===== src/rtl/lfu_pkg.sv =====
// lfu_pkg: shared constants and types for the lfu cache with lru tie-break
// no dependencies
`timescale 1ns / 1ps
package lfu_pkg;
    localparam int ENTRIES_DEF    = 16;
    localparam int COUNT_BITS_DEF = 16;
    localparam int KEY_W          = 32;
    localparam int VAL_W          = 31;
    localparam int CAP_W          = 5;
    localparam logic [CAP_W-1:0] CAP_RESET = 5'd16;

    localparam logic OP_GET = 1'b0;
    localparam logic OP_PUT = 1'b1;

    typedef enum logic [2:0] {
        ST_IDLE,
        ST_SCAN,
        ST_DECIDE,
        ST_VSCAN,
        ST_UPDATE
    } t_state;
endpackage


===== src/rtl/lfu_seq.sv =====
// lfu_seq: sequencer state register and next-state logic
// depends on lfu_pkg
`timescale 1ns / 1ps
module lfu_seq (
    input  logic           i_clk,
    input  logic           i_rst_n,
    input  logic           i_start,
    input  logic           i_scan_last,
    input  logic           i_need_vscan,
    input  logic           i_skip,
    output lfu_pkg::t_state o_state
);
    import lfu_pkg::*;

    t_state r_state, n_state;

    always_ff @(posedge i_clk) begin
        if (!i_rst_n) r_state <= ST_IDLE;
        else          r_state <= n_state;
    end

    always_comb begin
        n_state = r_state;
        unique case (r_state)
            ST_IDLE:   if (i_start) n_state = ST_SCAN;
            ST_SCAN:   if (i_scan_last) n_state = ST_DECIDE;
            ST_DECIDE: begin
                if (i_skip)            n_state = ST_UPDATE;
                else if (i_need_vscan) n_state = ST_VSCAN;
                else                   n_state = ST_UPDATE;
            end
            ST_VSCAN:  if (i_scan_last) n_state = ST_UPDATE;
            ST_UPDATE: n_state = ST_IDLE;
            default:   n_state = ST_IDLE;
        endcase
    end

    assign o_state = r_state;
endmodule


===== src/rtl/lfu_cache_lru_tiebreak.sv =====
// lfu_cache_lru_tiebreak: top level of the lfu cache with lru tie-break
// uses lfu_pkg and lfu_seq
// operations without a victim search: get, put hit, put into a free slot, put at
// capacity zero; every other put runs the victim search as well
// one operation at a time: busy from start until the result strobe, next start taken
// in the strobe cycle; a scan pointer walks the slots once for key match and free slot,
// once more for the victim
// synchronous active-low reset clears valid bits, capacity back to 16
// the receiver cannot stall: o_done is high for one cycle per transfer
`timescale 1ns / 1ps
module lfu_cache_lru_tiebreak #(
    parameter int ENTRIES    = lfu_pkg::ENTRIES_DEF,
    parameter int COUNT_BITS = lfu_pkg::COUNT_BITS_DEF
) (
    input  logic                      i_clk,
    input  logic                      i_rst_n,
    input  logic                      start,
    output logic                      busy,
    input  logic                      i_cfg_we,
    input  logic [lfu_pkg::CAP_W-1:0] i_cfg_data,
    input  logic                      i_opcode,
    input  logic [lfu_pkg::KEY_W-1:0] i_key,
    input  logic [lfu_pkg::VAL_W-1:0] i_value,
    output logic                      o_done,
    output logic                      o_hit,
    output logic [lfu_pkg::VAL_W-1:0] o_read_value,
    output logic                      o_evicted,
    output logic [lfu_pkg::KEY_W-1:0] o_evicted_key
);
    import lfu_pkg::*;

    localparam int IW = (ENTRIES > 1) ? $clog2(ENTRIES) : 1;
    localparam int NW = $clog2(ENTRIES + 1);
    localparam logic [COUNT_BITS-1:0] CNT_MAX = {COUNT_BITS{1'b1}};

    // slot storage: arrays indexed by the scan pointer or the chosen slot
    logic [ENTRIES-1:0]    r_valid;
    logic [KEY_W-1:0]      r_ekey  [ENTRIES];
    logic [VAL_W-1:0]      r_edata [ENTRIES];
    logic [COUNT_BITS-1:0] r_cnt   [ENTRIES];
    logic [IW-1:0]         r_rank  [ENTRIES];

    logic [CAP_W-1:0] r_cap;
    // latched operation
    logic             r_op;
    logic [KEY_W-1:0] r_key;
    logic [VAL_W-1:0] r_val;
    // scan results
    logic [IW-1:0]    r_ptr;
    logic             r_found;
    logic [IW-1:0]    r_slot;
    logic             r_has_free;
    logic [IW-1:0]    r_free;
    logic [NW-1:0]    r_nvalid;
    logic             r_vfound;
    logic [IW-1:0]    r_vic;

    t_state state;
    logic   scan_last, need_vscan, skip;
    logic [NW-1:0] cap_eff;

    assign scan_last = (r_ptr == IW'(ENTRIES - 1));
    assign cap_eff   = (int'(r_cap) > ENTRIES) ? NW'(ENTRIES) : NW'(r_cap);
    // put with capacity zero, any hit, or get miss: no victim search
    assign skip       = r_found || (r_op == OP_GET) || (cap_eff == '0);
    assign need_vscan = (r_nvalid >= cap_eff) || !r_has_free;

    lfu_seq u_seq (
        .i_clk       (i_clk),
        .i_rst_n     (i_rst_n),
        .i_start     (start && !busy),
        .i_scan_last (scan_last),
        .i_need_vscan(need_vscan),
        .i_skip      (skip),
        .o_state     (state)
    );

    assign busy = (state != ST_IDLE);

    always_ff @(posedge i_clk) begin
        if (!i_rst_n) r_cap <= CAP_RESET;
        else if (i_cfg_we) r_cap <= i_cfg_data;
    end

    // victim compare: a single compare unit, one slot per cycle
    logic better;
    always_comb begin
        better = r_valid[r_ptr] && (!r_vfound ||
                 (r_cnt[r_ptr] < r_cnt[r_vic]) ||
                 (r_cnt[r_ptr] == r_cnt[r_vic] && r_rank[r_ptr] > r_rank[r_vic]));
    end

    logic            do_insert;
    logic [IW-1:0]   ins_slot;
    logic            upd_hit;
    assign upd_hit   = r_found && (r_op == OP_GET || cap_eff != '0);
    assign do_insert = !r_found && r_op == OP_PUT && cap_eff != '0 &&
                       (r_vfound || (r_has_free && r_nvalid < cap_eff));
    assign ins_slot  = r_vfound ? r_vic : r_free;

    always_ff @(posedge i_clk) begin
        if (!i_rst_n) begin
            r_valid <= '0;
            r_ptr   <= '0;
            o_done  <= 1'b0;
        end else begin
            // strobe is registered: high in the cycle after the update step
            o_done <= (state == ST_UPDATE);
            unique case (state)
                ST_IDLE: if (start) begin
                    r_op <= i_opcode; r_key <= i_key; r_val <= i_value;
                    r_ptr <= '0; r_found <= 1'b0; r_has_free <= 1'b0;
                    r_nvalid <= '0; r_vfound <= 1'b0;
                end
                ST_SCAN: begin
                    if (r_valid[r_ptr]) begin
                        r_nvalid <= r_nvalid + NW'(1);
                        if (r_ekey[r_ptr] == r_key && !r_found) begin
                            r_found <= 1'b1; r_slot <= r_ptr;
                        end
                    end else if (!r_has_free) begin
                        r_has_free <= 1'b1; r_free <= r_ptr;
                    end
                    r_ptr <= scan_last ? '0 : r_ptr + IW'(1);
                end
                ST_DECIDE: r_ptr <= '0;
                ST_VSCAN: begin
                    if (better) begin
                        r_vfound <= 1'b1; r_vic <= r_ptr;
                    end
                    r_ptr <= scan_last ? '0 : r_ptr + IW'(1);
                end
                ST_UPDATE: begin
                    o_hit         <= r_found && (r_op == OP_GET || cap_eff != '0);
                    o_read_value  <= (r_found && r_op == OP_GET) ? r_edata[r_slot] : '0;
                    o_evicted     <= do_insert && r_vfound;
                    o_evicted_key <= (do_insert && r_vfound) ? r_ekey[r_vic] : '0;
                    // rank update across all slots: independent per-slot adjust
                    for (int i = 0; i < ENTRIES; i++) begin
                        if (upd_hit) begin
                            if (IW'(i) == r_slot) r_rank[i] <= '0;
                            else if (r_valid[i] && r_rank[i] < r_rank[r_slot])
                                r_rank[i] <= r_rank[i] + IW'(1);
                        end else if (do_insert) begin
                            if (IW'(i) == ins_slot) r_rank[i] <= '0;
                            else if (r_valid[i]) begin
                                if (r_vfound && r_rank[i] > r_rank[r_vic])
                                    r_rank[i] <= r_rank[i];
                                else
                                    r_rank[i] <= r_rank[i] + IW'(1);
                            end
                        end
                    end
                    if (upd_hit) begin
                        if (r_cnt[r_slot] != CNT_MAX)
                            r_cnt[r_slot] <= r_cnt[r_slot] + COUNT_BITS'(1);
                        if (r_op == OP_PUT) r_edata[r_slot] <= r_val;
                    end else if (do_insert) begin
                        r_valid[ins_slot] <= 1'b1;
                        r_ekey[ins_slot]  <= r_key;
                        r_edata[ins_slot] <= r_val;
                        r_cnt[ins_slot]   <= COUNT_BITS'(1);
                    end
                end
                default: ;
            endcase
        end
    end

    // result strobe only leaves the update step
    a_done_after_update: assert property (@(posedge i_clk) disable iff (!i_rst_n)
        o_done |-> $past(state) == ST_UPDATE) else $error("strobe without update");
    // a get never evicts
    a_get_no_evict: assert property (@(posedge i_clk) disable iff (!i_rst_n)
        (state == ST_UPDATE && r_op == OP_GET) |=> !o_evicted)
        else $error("get evicted");
    // victim search only runs on a put miss
    a_vscan_put: assert property (@(posedge i_clk) disable iff (!i_rst_n)
        state == ST_VSCAN |-> (r_op == OP_PUT && !r_found))
        else $error("victim scan outside put miss");
endmodule

===== config.mk =====
export PLATFORM = sky130hd
export DESIGN_NAME = lfu_cache_lru_tiebreak
export DESIGN_NICKNAME = d
export VERILOG_FILES = /design/src/rtl/lfu_pkg.sv /design/src/rtl/lfu_seq.sv /design/src/rtl/lfu_cache_lru_tiebreak.sv
export SDC_FILE = /design/constraint.sdc
export NUM_CORES = 2
export LEC_CHECK = 0
export ABC_CLOCK_PERIOD_IN_PS = 19600
export BUFFER_PORTS_ARGS = -buffer_cell sky130_fd_sc_hd__buf_4
export CAP_MARGIN = 20
export CELL_PAD_IN_SITES_DETAIL_PLACEMENT = 1
export CELL_PAD_IN_SITES_GLOBAL_PLACEMENT = 1
export CORE_AREA = 3 3 382 384
export DETAILED_ROUTE_END_ITERATION = 8
export DIE_AREA = 0 0 385 387
export PLACE_DENSITY_LB_ADDON = 0.1
export SLEW_MARGIN = 20
export SYNTH_ARGS = -nofsm -noshare
export SYNTH_HDL_FRONTEND = slang
export SYNTH_HIERARCHICAL = 1
export SYNTH_SLANG_ARGS = --single-unit
export TNS_END_PERCENT = 20

===== constraint.sdc =====
create_clock -name i_clk -period 19.6 [get_ports i_clk]
set_input_delay 1.96 -clock i_clk [delete_from_list [all_inputs] [get_ports i_clk]]
set_output_delay 1.96 -clock i_clk [all_outputs]
set_load 0.005 [all_outputs]

==> results.txt <==
Max stage delay cell, worst path: buf_4
Clock Sinks: 1518
peak per-stage delay on the critical path: 730 ps
post-synth top area cell: edfxtp_1
Post-DP HPWL: 126600 um
worst vdd ir: 0.07942 mV
sequential share of the synthesized area: 0.6355
# Post-CTS Setup Buffers: 0
Max Root-Sink Buffers: 3
Die X: 385 um
total CTS buffers: 159
Least-Margin Pin Slew: 1185 ps
PD cells: 83.86 nW/um^2
full die area: 149000 um^2
Max Clk Rate: 174.7 MHz
# hold bufs at CTS: 0
Final Cycle Share: 0.2920
All-Layer GR Usage: 0.2792
Critical Path End Type: register
RSZ-0062 raised after global routing: no
initial antenna violation count: 9
largest net degree at the start of global routing: 129
r2r worst-path depth: 11
Worst Setup Start Kind: register
# setup viols final: 0
Core Rows: 139
Mean Syn Cell Area: 19.46 um^2
Final Core Density: 0.5581
YS warnings: 6
nets: 4054
Final Slew Violations: 0
Mapped Cells: 3652
H-tree Lvls: 4
number of global-route vias before repair: 41830
ys async rst share: 0
vias per inst: 6.763
number of I/O pins: 140
Iteration-0 DRC Markers: 4725
reg-to-reg slack, setup: 13880 ps
Vias: 39610
CTS Root Cell: clkbuf_16
status: finished, final reports clean
DR pass1 iterations: 5
synth top area cells: edfxtp_1, mux4_2, ha_1
Max Cap Violations: 0
Top FF cell, synth: edfxtp_1
clk_lat worst skew: 810 ps
Setup TNS Final: 0 ps
Hold Violations, Final: 0
die height: 387 um
fin crit period: 5723 ps
post-cts resize count: 0
CTS tree: done
Required @ worst endpoint: 20260 ps
clk_skew: 46.91 ps
routed length per instance: 35.14 um
grt ovf: 0
Area Overhead vs Synth: 12.39%
Post-synth EDFFs: 1477
Clk pin slew, worst setup/hold paths: 60 ps
placer congestion estimate: 0.8547
number of library cell types mapped by synthesis: 66
Arr. time, crit path: 6380 ps
Synth Cell Area: 71080 um^2
DRC errors left: 0
CP cell instances: buf_4 -> buf_4 -> mux4_2 -> mux2i_1 -> xor2_1 -> mux2i_1 -> nor4_1 -> nand4_1 -> nor4_2 -> nand3_2 -> mux2_1
Yosys reg bits: 1518
Starting Density: 0.4966
layout cell share with drive strength beyond 1: 0.3268
Hold WC Path Type: register to register
first-pass GRT wire length: 300600 um
post-route ant nets: 0
leak pwr: 25.50 nW
drt total wl: 205800 um
critical path class: register to register
core area: 143100 um^2
top cell type's share of synthesized area: 0.6240
Post-Syn Nets: 3881
IO Port Bufs: 139
relative slew slack: 0.2097
critical-path maximum fanout: 45
[synthesized netlist by cell type (all sizes together), types with 10 or more instances]
cell type / n
edfxtp: 1477
mux4: 736
ha: 156
nor2: 150
buf: 112
clkbuf: 110
nor2b: 96
nand2: 89
inv: 57
xor2: 55
mux2i: 54
a21oi: 53
nand2b: 51
and3: 43
dfxtp: 41
xnor2: 40
o21ai: 37
nand3: 34
nand4: 26
a31oi: 24
o221ai: 24
a221oi: 20
o211ai: 20
a21o: 18
o21a: 18
mux2: 16
a22oi: 14
a211oi: 10
[metal layers]
metal  global-route usage  vias up  part of all wire
met3              0.04508      392             0.072
met5                    0        -          0.000063
met4              0.09042        2             0.032
met2               0.4421     1865              0.48
met1               0.4006    21550              0.41
li1                     -    15800                 -
[how the worst min path moves through the flow]
stage                 to      start  cells past startpoint
3_5_place_dp    register  r_slot[3]                      1
2_1_floorplan  r_free[2]   r_ptr[2]                      0
6_report        register  r_slot[3]                      1
5_1_grt         register  r_slot[3]                      1
4_1_cts         register  r_slot[3]                      1
3_3_place_gp    register  r_slot[3]                      1
[flip-flops by register name, indices dropped and copies added, names as in the netlist, 31 cells and up, named ones only]
| name | flops |
|---|---|
| r_ekey | 512 |
| r_edata | 496 |
| r_cnt | 256 |
| r_rank | 64 |
| o_evicted_key | 32 |
| r_key | 32 |
| o_read_value | 31 |
| r_val | 31 |
[area by class of cell]
class	instances	area, um^2
Fill cell	12380	63250
Tap cell	1903	2381
Clock inverter	91	973.4
Sequential cell	1518	45210
Multi-Input combinational cell	1855	24990
Inverter	57	214.0
Timing Repair Buffer	234	1933
Clock buffer	198	4185
Antenna cell	1	2.502
[cell families after synthesis]
family	after synthesis	synth area share
AO/OA/AOI/OAI	266	0.02568
adder cells (fa/ha/maj)	156	0.02746
flip-flops	1518	0.6355
AND/OR/NAND/NOR	532	0.03853
buffers and inverters	279	0.01776
XOR/XNOR	95	0.01171
multiplexers	806	0.2433
[through the flow]
stage | power [mW] | hold WS, ps | std cells | worst slack, ps | instance area, um^2
floorplan | 3.711 | 444.1 | 3652 | 7530 | 71080
global route | 6.901 | 554.9 | 5856 | 13620 | 79890
CTS | 6.754 | 543.1 | 5848 | 13790 | 79750
finish | 6.700 | 538.4 | 5857 | 13880 | 79890
global placement | 3.775 | 482.0 | 5552 | 13400 | 74430
detailed placement | 3.782 | 505.0 | 5559 | 13280 | 74590
[worst max-delay path: cells and delay by family (launching register included)]
kind / cells / cell delay (ps)
and+or+nand+nor: 4 / 1850
buffers and inverters: 2 / 1330
muxes: 4 / 1320
DFF: 1 / 630
xor gates and xnor gates: 1 / 420
[layout by cell type (no fill, tap or decap), drive strengths merged, types with 34 or more instances in the layout]
| master | synthesis | layout |
|---|---|---|
| edfxtp | 1477 | 1477 |
| mux4 | 736 | 736 |
| buf | 112 | 234 |
| clkbuf | 110 | 198 |
| ha | 156 | 156 |
| nor2 | 150 | 150 |
| nor2b | 96 | 96 |
| nand2 | 89 | 89 |
| inv | 57 | 66 |
| clkinv | 0 | 65 |
| xor2 | 55 | 55 |
| mux2i | 54 | 54 |
| a21oi | 53 | 53 |
| nand2b | 51 | 51 |
| and3 | 43 | 43 |
| dfxtp | 41 | 41 |
| xnor2 | 40 | 40 |
| o21ai | 37 | 37 |
| nand3 | 34 | 34 |
[power breakdown]
group | internal, mW | switching (mW)
clock network | 1.68 | 1.30
registers | 3.55 | 0.0344
logic | 0.0574 | 0.0768
No activity file was read; power rests on OpenSTA's default activity.
